===== src/rtl/lbps_pkg.sv =====
`timescale 1ns / 1ps

package lbps_pkg;

  // Request kinds on the input channel.
  typedef enum logic [1:0] {
    KIND_TICK   = 2'd0,
    KIND_PLAY   = 2'd1,
    KIND_START  = 2'd2,
    KIND_CANCEL = 2'd3
  } kind_t;

  // Blink patterns.
  typedef enum logic [1:0] {
    PAT_SINGLE = 2'd0,
    PAT_DOUBLE = 2'd1,
    PAT_TRIPLE = 2'd2,
    PAT_BURST  = 2'd3
  } pat_t;

  // Configuration register indexes.
  localparam logic [1:0] CFG_ON_MS       = 2'd0;
  localparam logic [1:0] CFG_OFF_MS      = 2'd1;
  localparam logic [1:0] CFG_ACTIVE_HIGH = 2'd2;

  localparam logic [15:0] ON_MS_RESET  = 16'd100;
  localparam logic [15:0] OFF_MS_RESET = 16'd100;

  // Pulse index width; a burst has at most fifteen pulses.
  localparam int PULSE_W = 4;

  // floor(y / 5) for y below 2^18 equals (y * RECIP5) >> 18.
  localparam logic [17:0] RECIP5 = 18'd52429;

  typedef struct packed {
    kind_t       kind;
    pat_t        pattern;
    logic [31:0] repeat_period_ms;
    logic [31:0] repeat_total_ms;
  } in_item_t;

  typedef struct packed {
    logic       led_pin;
    logic       playing;
    logic       dropped;
    logic       repeating;
    logic [3:0] queued;
  } out_item_t;

  // Classified request handed from the front end to the sequencer.
  typedef struct packed {
    kind_t       kind;
    pat_t        pattern;
    logic [15:0] on_ms;
    logic [15:0] off_ms;
    logic [31:0] period_ms;
    logic [31:0] total_ms;
  } cmd_t;

  // One queued pattern with the times captured at enqueue.
  typedef struct packed {
    pat_t        pat;
    logic [15:0] on_ms;
    logic [15:0] off_ms;
  } entry_t;

endpackage


===== src/rtl/lbps_fifo.sv =====
`timescale 1ns / 1ps

module lbps_fifo #(
  parameter int WIDTH = 8,
  parameter int DEPTH = 2
) (
  input  logic             clk,
  input  logic             rst_n,
  input  logic             push,
  input  logic [WIDTH-1:0] wr_data,
  output logic             full,
  input  logic             pop,
  output logic [WIDTH-1:0] rd_data,
  output logic             empty
);

  localparam int PW = (DEPTH > 1) ? $clog2(DEPTH) : 1;
  localparam int CW = $clog2(DEPTH + 1);

  logic [WIDTH-1:0] mem_r [DEPTH];
  logic [PW-1:0]    wr_ptr_r, wr_ptr_nxt;
  logic [PW-1:0]    rd_ptr_r, rd_ptr_nxt;
  logic [CW-1:0]    count_r, count_nxt;
  logic             do_push, do_pop;

  assign full    = (count_r == CW'(DEPTH));
  assign empty   = (count_r == '0);
  assign do_push = push && !full;
  assign do_pop  = pop && !empty;
  assign rd_data = mem_r[rd_ptr_r];

  always_comb begin
    wr_ptr_nxt = wr_ptr_r;
    rd_ptr_nxt = rd_ptr_r;
    if (do_push) begin
      wr_ptr_nxt = (wr_ptr_r == PW'(DEPTH - 1)) ? '0 : wr_ptr_r + 1'b1;
    end
    if (do_pop) begin
      rd_ptr_nxt = (rd_ptr_r == PW'(DEPTH - 1)) ? '0 : rd_ptr_r + 1'b1;
    end
    count_nxt = count_r + CW'(do_push) - CW'(do_pop);
  end

  always_ff @(posedge clk) begin
    if (!rst_n) begin
      wr_ptr_r <= '0;
      rd_ptr_r <= '0;
      count_r  <= '0;
    end else begin
      wr_ptr_r <= wr_ptr_nxt;
      rd_ptr_r <= rd_ptr_nxt;
      count_r  <= count_nxt;
    end
  end

  always_ff @(posedge clk) begin
    if (do_push) begin
      mem_r[wr_ptr_r] <= wr_data;
    end
  end

endmodule


===== src/rtl/lbps_front.sv =====
`timescale 1ns / 1ps

module lbps_front import lbps_pkg::*; #(
  parameter int MIN_PERIOD_MS = 50
) (
  input  logic        clk,
  input  logic        rst_n,
  input  logic        in_push,
  output logic        in_full,
  input  in_item_t    in_data,
  input  logic        cfg_valid,
  output logic        cfg_ready,
  input  logic [1:0]  cfg_index,
  input  logic [15:0] cfg_data,
  input  logic        cmd_full,
  output logic        cmd_push,
  output cmd_t        cmd,
  output logic        active_high
);

  logic [15:0] on_ms_r, off_ms_r;
  logic        active_high_r;
  logic [15:0] on_scaled, off_scaled;
  logic        use_scaled;

  // floor(3x/5) by a reciprocal multiply.
  function automatic logic [15:0] scale_3_5(input logic [15:0] x);
    logic [17:0] y;
    logic [35:0] p;
    y = {1'b0, x, 1'b0} + {2'b00, x};
    p = 36'(y) * 36'(RECIP5);
    return p[33:18];
  endfunction

  assign cfg_ready   = 1'b1;
  assign active_high = active_high_r;
  assign in_full     = cmd_full;
  assign cmd_push    = in_push && !cmd_full;

  always_comb begin
    on_scaled  = scale_3_5(on_ms_r);
    off_scaled = scale_3_5(off_ms_r);
    use_scaled = (in_data.kind == KIND_PLAY) && (in_data.pattern == PAT_BURST);
    cmd.kind      = in_data.kind;
    cmd.pattern   = in_data.pattern;
    cmd.on_ms     = use_scaled ? on_scaled : on_ms_r;
    cmd.off_ms    = use_scaled ? off_scaled : off_ms_r;
    cmd.period_ms = (in_data.repeat_period_ms < 32'(MIN_PERIOD_MS)) ?
                    32'(MIN_PERIOD_MS) : in_data.repeat_period_ms;
    cmd.total_ms  = in_data.repeat_total_ms;
  end

  always_ff @(posedge clk) begin
    if (!rst_n) begin
      on_ms_r       <= ON_MS_RESET;
      off_ms_r      <= OFF_MS_RESET;
      active_high_r <= 1'b1;
    end else if (cfg_valid) begin
      case (cfg_index)
        CFG_ON_MS:       on_ms_r       <= cfg_data;
        CFG_OFF_MS:      off_ms_r      <= cfg_data;
        CFG_ACTIVE_HIGH: active_high_r <= cfg_data[0];
        default: ;
      endcase
    end
  end

endmodule


===== src/rtl/lbps_back.sv =====
`timescale 1ns / 1ps

module lbps_back import lbps_pkg::*; #(
  parameter int QUEUE_DEPTH   = 8,
  parameter int BURST_PULSES  = 6,
  parameter int MIN_PERIOD_MS = 50
) (
  input  logic      clk,
  input  logic      rst_n,
  input  logic      go,
  input  cmd_t      cmd,
  input  logic      active_high,
  output out_item_t res
);

  localparam int PW = (QUEUE_DEPTH > 1) ? $clog2(QUEUE_DEPTH) : 1;
  localparam int CW = $clog2(QUEUE_DEPTH + 1);

  typedef struct packed {
    logic               active;
    logic               in_on;
    logic [PULSE_W-1:0] idx;
    logic [15:0]        rem;
  } play_t;

  entry_t             fifo_mem_r [QUEUE_DEPTH];
  logic [PW-1:0]      head_r, head_nxt, tail_r, tail_nxt;
  logic [CW-1:0]      count_r, count_nxt;

  logic               active_r, in_on_r;
  logic [PULSE_W-1:0] pidx_r;
  logic [15:0]        rem_r;
  pat_t               apat_r, apat_nxt;
  logic [15:0]        cur_on_r, cur_on_nxt, cur_off_r, cur_off_nxt;

  logic               rpt_on_r, rpt_on_nxt, rpt_triple_r, rpt_triple_nxt;
  logic [31:0]        per_len_r, per_len_nxt, per_cnt_r, per_cnt_nxt;
  logic [31:0]        elapsed_r, elapsed_nxt, limit_r, limit_nxt;

  logic [31:0]        cnt1, el1;
  logic [15:0]        rem_dec;
  play_t              ply;
  entry_t             push_ent, head_ent, load_ent;
  logic               push_ok, load, dropped, lit;

  function automatic logic [PULSE_W-1:0] pulses_of(input pat_t p);
    case (p)
      PAT_SINGLE: return PULSE_W'(1);
      PAT_DOUBLE: return PULSE_W'(2);
      PAT_TRIPLE: return PULSE_W'(3);
      default:    return PULSE_W'(BURST_PULSES);
    endcase
  endfunction

  // Skips every zero-length phase after the phase at idx has run out, in closed form.
  function automatic play_t settle(input pat_t p, input logic [15:0] on,
                                   input logic [15:0] off, input logic in_on,
                                   input logic [PULSE_W-1:0] idx);
    logic [PULSE_W-1:0] n, j;
    logic [15:0]        last, gap;
    play_t              r;
    n    = pulses_of(p);
    last = (p == PAT_SINGLE) ? off : {off[14:0], 1'b0};
    j    = idx + 1'b1;
    gap  = (idx == n - 1'b1) ? last : off;
    r    = '{active: 1'b1, in_on: 1'b0, idx: idx, rem: 16'd0};
    if (in_on && (gap != 16'd0)) begin
      r.rem = gap;
    end else if (j >= n) begin
      r = '{active: 1'b0, in_on: 1'b0, idx: '0, rem: 16'd0};
    end else if (on != 16'd0) begin
      r = '{active: 1'b1, in_on: 1'b1, idx: j, rem: on};
    end else if (j != n - 1'b1) begin
      if (off != 16'd0) begin
        r = '{active: 1'b1, in_on: 1'b0, idx: j, rem: off};
      end else begin
        r = '{active: 1'b0, in_on: 1'b0, idx: '0, rem: 16'd0};
      end
    end else if (last != 16'd0) begin
      r = '{active: 1'b1, in_on: 1'b0, idx: j, rem: last};
    end else begin
      r = '{active: 1'b0, in_on: 1'b0, idx: '0, rem: 16'd0};
    end
    return r;
  endfunction

  always_comb begin
    push_ok        = 1'b0;
    load           = 1'b0;
    dropped        = 1'b0;
    push_ent       = '{pat: cmd.pattern, on_ms: cmd.on_ms, off_ms: cmd.off_ms};
    head_ent       = fifo_mem_r[head_r];
    load_ent       = head_ent;
    rpt_on_nxt     = rpt_on_r;
    rpt_triple_nxt = rpt_triple_r;
    per_len_nxt    = per_len_r;
    per_cnt_nxt    = per_cnt_r;
    elapsed_nxt    = elapsed_r;
    limit_nxt      = limit_r;
    apat_nxt       = apat_r;
    cur_on_nxt     = cur_on_r;
    cur_off_nxt    = cur_off_r;
    cnt1           = per_cnt_r + 32'd1;
    el1            = (&elapsed_r) ? elapsed_r : elapsed_r + 32'd1;
    rem_dec        = rem_r - 16'(rem_r != 16'd0);
    ply            = '{active: active_r, in_on: in_on_r, idx: pidx_r, rem: rem_r};

    case (cmd.kind)
      KIND_PLAY: begin
        if (count_r < CW'(QUEUE_DEPTH)) begin
          push_ok = 1'b1;
        end else begin
          dropped = 1'b1;
        end
      end
      KIND_START: begin
        if ((cmd.pattern == PAT_DOUBLE) || (cmd.pattern == PAT_TRIPLE)) begin
          rpt_on_nxt     = 1'b1;
          rpt_triple_nxt = (cmd.pattern == PAT_TRIPLE);
          per_len_nxt    = cmd.period_ms;
          limit_nxt      = cmd.total_ms;
          per_cnt_nxt    = 32'd0;
          elapsed_nxt    = 32'd0;
        end
      end
      KIND_CANCEL: begin
        rpt_on_nxt     = 1'b0;
        rpt_triple_nxt = 1'b0;
        per_cnt_nxt    = 32'd0;
        elapsed_nxt    = 32'd0;
        limit_nxt      = 32'd0;
      end
      default: begin
        // Repeat timer first: it may post a pattern on this tick.
        push_ent.pat = rpt_triple_r ? PAT_TRIPLE : PAT_DOUBLE;
        if (rpt_on_r) begin
          elapsed_nxt = el1;
          per_cnt_nxt = cnt1;
          if (cnt1 >= per_len_r) begin
            per_cnt_nxt = 32'd0;
            if ((limit_r != 32'd0) && (el1 >= limit_r)) begin
              rpt_on_nxt     = 1'b0;
              rpt_triple_nxt = 1'b0;
              elapsed_nxt    = 32'd0;
              limit_nxt      = 32'd0;
            end else if (count_r < CW'(QUEUE_DEPTH)) begin
              push_ok = 1'b1;
            end else begin
              dropped = 1'b1;
            end
          end
        end
        // Then playback counts down one millisecond.
        if (active_r) begin
          if (rem_dec == 16'd0) begin
            ply = settle(apat_r, cur_on_r, cur_off_r, in_on_r, pidx_r);
          end else begin
            ply.rem = rem_dec;
          end
        end
        // An idle player takes the oldest pattern, which may be the one just posted.
        if (!ply.active && ((count_r != '0) || push_ok)) begin
          load        = 1'b1;
          load_ent    = (count_r == '0) ? push_ent : head_ent;
          apat_nxt    = load_ent.pat;
          cur_on_nxt  = load_ent.on_ms;
          cur_off_nxt = load_ent.off_ms;
          if (load_ent.on_ms != 16'd0) begin
            ply = '{active: 1'b1, in_on: 1'b1, idx: '0, rem: load_ent.on_ms};
          end else begin
            ply = settle(load_ent.pat, load_ent.on_ms, load_ent.off_ms, 1'b1, '0);
          end
        end
      end
    endcase

    count_nxt = count_r + CW'(push_ok) - CW'(load);
    head_nxt  = head_r;
    tail_nxt  = tail_r;
    if (load) begin
      head_nxt = (head_r == PW'(QUEUE_DEPTH - 1)) ? '0 : head_r + 1'b1;
    end
    if (push_ok) begin
      tail_nxt = (tail_r == PW'(QUEUE_DEPTH - 1)) ? '0 : tail_r + 1'b1;
    end

    lit           = ply.active && ply.in_on;
    res.led_pin   = active_high ? lit : !lit;
    res.playing   = ply.active;
    res.dropped   = dropped;
    res.repeating = rpt_on_nxt;
    res.queued    = 4'(count_nxt);
  end

  always_ff @(posedge clk) begin
    if (!rst_n) begin
      head_r       <= '0;
      tail_r       <= '0;
      count_r      <= '0;
      active_r     <= 1'b0;
      in_on_r      <= 1'b0;
      pidx_r       <= '0;
      rem_r        <= 16'd0;
      rpt_on_r     <= 1'b0;
      rpt_triple_r <= 1'b0;
      per_len_r    <= 32'(MIN_PERIOD_MS);
      per_cnt_r    <= 32'd0;
      elapsed_r    <= 32'd0;
      limit_r      <= 32'd0;
    end else if (go) begin
      head_r       <= head_nxt;
      tail_r       <= tail_nxt;
      count_r      <= count_nxt;
      active_r     <= ply.active;
      in_on_r      <= ply.in_on;
      pidx_r       <= ply.idx;
      rem_r        <= ply.rem;
      rpt_on_r     <= rpt_on_nxt;
      rpt_triple_r <= rpt_triple_nxt;
      per_len_r    <= per_len_nxt;
      per_cnt_r    <= per_cnt_nxt;
      elapsed_r    <= elapsed_nxt;
      limit_r      <= limit_nxt;
    end
  end

  always_ff @(posedge clk) begin
    if (go) begin
      apat_r    <= apat_nxt;
      cur_on_r  <= cur_on_nxt;
      cur_off_r <= cur_off_nxt;
      if (push_ok) begin
        fifo_mem_r[tail_r] <= push_ent;
      end
    end
  end

  // A playing pattern always sits in a phase with time left on it.
  a_active_rem: assert property (@(posedge clk) disable iff (!rst_n)
    active_r |-> (rem_r != 16'd0))
    else $error("active pattern with no time left in its phase");

  a_pulse_range: assert property (@(posedge clk) disable iff (!rst_n)
    active_r |-> (pidx_r < pulses_of(apat_r)))
    else $error("pulse index beyond the pattern length");

  a_count_range: assert property (@(posedge clk) disable iff (!rst_n)
    count_r <= CW'(QUEUE_DEPTH))
    else $error("pattern queue count beyond its depth");

  a_period_range: assert property (@(posedge clk) disable iff (!rst_n)
    rpt_on_r |-> ((per_cnt_r < per_len_r) && (per_len_r >= 32'(MIN_PERIOD_MS))))
    else $error("repeat period counter out of range");

endmodule


===== src/rtl/led_blink_pattern_sequencer.sv =====
`timescale 1ns / 1ps

// Channel | Direction | Handshake                   | Payload
// in_     | request   | in_push / in_full           | in_data    (in_item_t)
// out_    | result    | out_pop / out_empty         | out_data   (out_item_t)
// cfg_    | write     | cfg_valid / cfg_ready       | cfg_index, cfg_data
//
// The sequencer takes one request per clock while the result queue has room for its result.
// An accepted request is registered in the request queue, and its result is registered
// in the result queue, from which the consumer pops it.
// Reset is synchronous on rst_n; it restores the register defaults and empties every queue.
// A stalled output fills a two-entry result queue and then a two-entry request queue;
// in_full rises only when both are full.

module led_blink_pattern_sequencer import lbps_pkg::*; #(
  parameter int QUEUE_DEPTH   = 8,
  parameter int BURST_PULSES  = 6,
  parameter int MIN_PERIOD_MS = 50
) (
  input  logic        clk,
  input  logic        rst_n,
  input  logic        in_push,
  output logic        in_full,
  input  in_item_t    in_data,
  output logic        out_empty,
  input  logic        out_pop,
  output out_item_t   out_data,
  input  logic        cfg_valid,
  output logic        cfg_ready,
  input  logic [1:0]  cfg_index,
  input  logic [15:0] cfg_data
);

  localparam int SKID_DEPTH = 2;

  // The front end latches configuration, scales burst times and clamps the
  // repeat period, then drops the classified request into a short queue.
  cmd_t                  front_cmd, back_cmd;
  logic                  cmd_push, cmd_full, cmd_empty;
  logic [$bits(cmd_t)-1:0] cmd_rd;
  logic                  active_high;

  // The sequencer retires one request whenever a request waits and the
  // result queue has room.
  logic                  go, res_full;
  out_item_t             back_res;
  logic [$bits(out_item_t)-1:0] res_rd;

  assign go       = !cmd_empty && !res_full;
  assign back_cmd = cmd_t'(cmd_rd);
  assign out_data = out_item_t'(res_rd);

  lbps_front #(
    .MIN_PERIOD_MS (MIN_PERIOD_MS)
  ) u_front (
    .clk         (clk),
    .rst_n       (rst_n),
    .in_push     (in_push),
    .in_full     (in_full),
    .in_data     (in_data),
    .cfg_valid   (cfg_valid),
    .cfg_ready   (cfg_ready),
    .cfg_index   (cfg_index),
    .cfg_data    (cfg_data),
    .cmd_full    (cmd_full),
    .cmd_push    (cmd_push),
    .cmd         (front_cmd),
    .active_high (active_high)
  );

  lbps_fifo #(
    .WIDTH ($bits(cmd_t)),
    .DEPTH (SKID_DEPTH)
  ) u_cmd_q (
    .clk     (clk),
    .rst_n   (rst_n),
    .push    (cmd_push),
    .wr_data (front_cmd),
    .full    (cmd_full),
    .pop     (go),
    .rd_data (cmd_rd),
    .empty   (cmd_empty)
  );

  lbps_back #(
    .QUEUE_DEPTH   (QUEUE_DEPTH),
    .BURST_PULSES  (BURST_PULSES),
    .MIN_PERIOD_MS (MIN_PERIOD_MS)
  ) u_back (
    .clk         (clk),
    .rst_n       (rst_n),
    .go          (go),
    .cmd         (back_cmd),
    .active_high (active_high),
    .res         (back_res)
  );

  // The result queue decouples the sequencer from a slow consumer.
  lbps_fifo #(
    .WIDTH ($bits(out_item_t)),
    .DEPTH (SKID_DEPTH)
  ) u_res_q (
    .clk     (clk),
    .rst_n   (rst_n),
    .push    (go),
    .wr_data (back_res),
    .full    (res_full),
    .pop     (out_pop),
    .rd_data (res_rd),
    .empty   (out_empty)
  );

endmodule

===== config.mk =====
export PLATFORM = sky130hd
export DESIGN_NAME = led_blink_pattern_sequencer
export DESIGN_NICKNAME = d
export VERILOG_FILES = /design/src/rtl/lbps_pkg.sv /design/src/rtl/lbps_fifo.sv /design/src/rtl/lbps_front.sv /design/src/rtl/lbps_back.sv /design/src/rtl/led_blink_pattern_sequencer.sv
export SDC_FILE = /design/constraint.sdc
export NUM_CORES = 2
export LEC_CHECK = 0
export CORE_MARGIN = 10
export CORE_UTILIZATION = 30
export DETAILED_ROUTE_END_ITERATION = 12
export DONT_BUFFER_PORTS = 1
export PLACE_DENSITY_LB_ADDON = 0.12
export SLEW_MARGIN = 5
export SYNTH_ARGS = -nofsm -noshare
export SYNTH_HDL_FRONTEND = slang
export SYNTH_HIERARCHICAL = 1
export SYNTH_SLANG_ARGS = --single-unit

===== constraint.sdc =====
create_clock -name clk -period 8.3 [get_ports clk]
set_input_delay 1.66 -clock clk [delete_from_list [all_inputs] [get_ports clk]]
set_output_delay 1.66 -clock clk [all_outputs]
set_load 0.05 [all_outputs]

==> run summary <==
status = complete, no violations
Clock Sinks = 730
First-pass DRT Iterations = 5
Clock transition at path regs = 0.06 ns
Pins Over Slew Limit = 0
setup bufs post-CTS = 0
CTS Buf Count = 86
core region area = 0.150 sq mm
Crit Reg-Reg Startpoint = u_front/on_ms_r[1]$_SDFFE_PN0P_
Site Rows = 142
Fmax = 128 MHz
CP Class = reg2reg
Vias/cell = 4.75
largest net degree at the start of global routing = 100
number of synthesized flops with an enable pin = 522
non-filler instance count after layout = 5963
die width = 409 um
total global-route track usage = 0.139
Critical Path RT = 8.75 ns
Hold Path Cell Cnt = 2
Syn Inst Count = 3927
drt drc = 0
Main synth FF type = edfxtp_1
cell accounting for the most synthesized area = edfxtp_1
antenna-violating nets left = 0
worst-path fanout max = 5
crit-path max cell delay = 0.55 ns
Final GP Congestion = 0.873
WL final = 118 mm
reg-to-reg critical path endpoint = u_cmd_q/mem_r[0][94]$_DFFE_PP_
dpl ws = 0.287 ns
first-pass GRT wire length = 182 mm
Setup violations, final = 0
Power, Total = 17.6 mW
final worst-path setup slack = 0.491 ns
Hold Vio Cnt, Final = 0
HP Class = reg2reg
Initial Util = 0.303
Final Critical Period = 7.81 ns
most common cell in the netlist = edfxtp_1
CTS tree = built
die area = 0.168 sq mm
post-DR wirelength/cell = 19.8 um
initial DRC count = 1633
FF-to-FF path depth = 28
number of synthesis warnings = 6
sequential area share after synthesis = 0.436
Hold Crit Start = u_back/per_len_r[24]$_SDFFE_PN0P_
vias in the first global route = 29100
most instantiated cells after synthesis = edfxtp_1 (522), inv_1 (415), ha_1 (392)
clock skew = 0.0444 ns
H-tree depth = 3
max_slew headroom = 0.291
maxcap violations = 0
Worst Tran Pin Value = 1.06 ns
VDD IR-drop max = 0.196 mV
area delta synth->final = 10.6%
count of port buffers added during placement = 0
Reg2Reg Setup Slack = 0.49 ns
syn_nets = 4577
Die Span Y = 409 um
clk_lat worst skew = 0.68 ns
most frequent CP cell = fa_1
CTS root buf = clkbuf_16
Yosys top cell area share = 0.344
startpoint class of the critical path = flip-flop
antenna violations before repair = 6
Clock Path Buffers = 3
async set-or-reset flop fraction in the synthesized netlist = 0
synth top area cells = edfxtp_1 (34%), ha_1 (11%), dfxtp_1 (9.2%), fa_1 (7.3%), inv_1 (3.4%)
pwr dens = 350 mW/mm^2
critical path arrival = 8.26 ns
unrepaired setup endpoints after global routing = no
placed insts = 5801
I/O pins = 102
Storage cell area = 0.0198 sq mm
Critical Path Slowest Stage Cell = fa_1
hpwl dp = 87.6 mm
Post-Syn Area = 0.0455 sq mm
share of cells above drive strength 1 = 0.117
final core occ = 0.335
fin crit share = 0.941
CP endpoint kind = flip-flop
vias = 28300
#FFs+latches synth = 730
setup TNS = 0 ns
area of the multi-input gates = 0.0231 sq mm
total congestion overflow = 0
Final #Nets = 4523
post-synthesis average cell area = 11.6 sq um
Yosys cell types = 105
leakage = 20.0 nW
fillers = 15200
WHS Endpoint = u_back/per_len_r[24]$_SDFFE_PN0P_
==> sequential cells by signal, indices dropped and copies added (netlist names), 4 cells and up, named ones only <==
register and flops:
u_back/pidx_r 4, u_back/fifo_mem_r 272, u_cmd_q/mem_r 200, u_back/count_r 4, u_back/limit_r 32, u_back/rem_r 16, u_front/on_ms_r 16, u_back/per_len_r 32
u_back/cur_on_r 16, u_back/elapsed_r 32, u_back/cur_off_r 16, u_res_q/mem_r 16, u_front/off_ms_r 16, u_back/per_cnt_r 32
==> logic make-up after synthesis <==
family	share of synthesized area
buffers and inverters	0.0605
muxes	0.0915
xor gates and xnor gates	0.0447
DFF	0.436
adders and majority gates	0.181
AOI/OAI and AO/OA	0.0932
other	0.0000824
and+or+nand+nor	0.0928
==> stage by stage <==
| stage | cell area [sq um] | hold slack, ns |
|---|---|---|
| after floorplan | 45500 | 0.436 |
| after global placement | 47500 | 0.445 |
| after detailed placement | 47500 | 0.449 |
| after CTS | 50300 | 0.457 |
| after global routing | 50300 | 0.467 |
| final | 50300 | 0.453 |
==> what timing repair did <==
item	CTS	global route
hold buffers	0	0
resized for setup	0	9
setup endpoints to repair	0	22
==> power by group <==
| group | internal [mW] | total, mW | switching (mW) |
|---|---|---|---|
| combinational | 3.46 | 8.99 | 5.53 |
| sequential | 4.65 | 4.83 | 0.179 |
| clock | 2.20 | 3.78 | 1.58 |
==> how the worst max path moves through the flow <==
stage / startpoint / endpoint / slack (ns)
3_3_place_gp: u_front/off_ms_r[3]$_SDFFE_PN0P_ / u_cmd_q/mem_r[0][72]$_DFFE_PP_ / 0.47
4_1_cts: u_front/on_ms_r[1]$_SDFFE_PN0P_ / u_cmd_q/mem_r[1][92]$_DFFE_PP_ / 0.28
5_1_grt: u_front/off_ms_r[1]$_SDFFE_PN0P_ / u_cmd_q/mem_r[0][77]$_DFFE_PP_ / 0.01
3_5_place_dp: u_front/on_ms_r[1]$_SDFFE_PN0P_ / u_cmd_q/mem_r[1][92]$_DFFE_PP_ / 0.29
2_1_floorplan: u_front/on_ms_r[0]$_SDFFE_PN0P_ / u_cmd_q/mem_r[0][83]$_DFFE_PP_ / 1.07
6_report: u_front/on_ms_r[1]$_SDFFE_PN0P_ / u_cmd_q/mem_r[0][94]$_DFFE_PP_ / 0.49
==> worst max-delay path, delay by kind of cell (launching register included) <==
| family | cells | cell delay (ns) |
|---|---|---|
| compound gates | 10 | 2.35 |
| xor+xnor | 3 | 0.82 |
| fa+ha+maj | 8 | 3.23 |
| buf+inv | 4 | 0.37 |
| flops | 1 | 0.35 |
| simple gates | 3 | 0.47 |
==> routing by layer <==
metal,vias up,routed length [um],global-route usage
li1,13900,-,-
met2,399,53800,0.221
met1,13900,56600,0.192
met3,138,5100,0.0272
met4,4,2720,0.0343
met5,-,26,0
==> cells in the final DEF (no fill, tap or decap), drive strengths merged, types with 51 or more instances in the layout <==
cell type and count:
a21o 55, a21oi 197, a22oi 51, buf 63, clkbuf 114, dfxtp 208, edfxtp 522, fa 167
ha 392, inv 421, mux2 140, mux2i 61, mux4 68, nand2 321, nand3 98, nor2 168
o21ai 122, xnor2 144, xor2 81
==> area by class of cell <==
cell class	count	area share
repair buffers	63	0.00989
diodes	1	0.0000497
flip-flops and latches	730	0.394
well taps	2016	0.0501
inverters	416	0.0311
clock inverters	47	0.00979
multi-input cells	2576	0.458
clock buffers	114	0.0467
No activity file was read; power rests on OpenSTA's default activity.
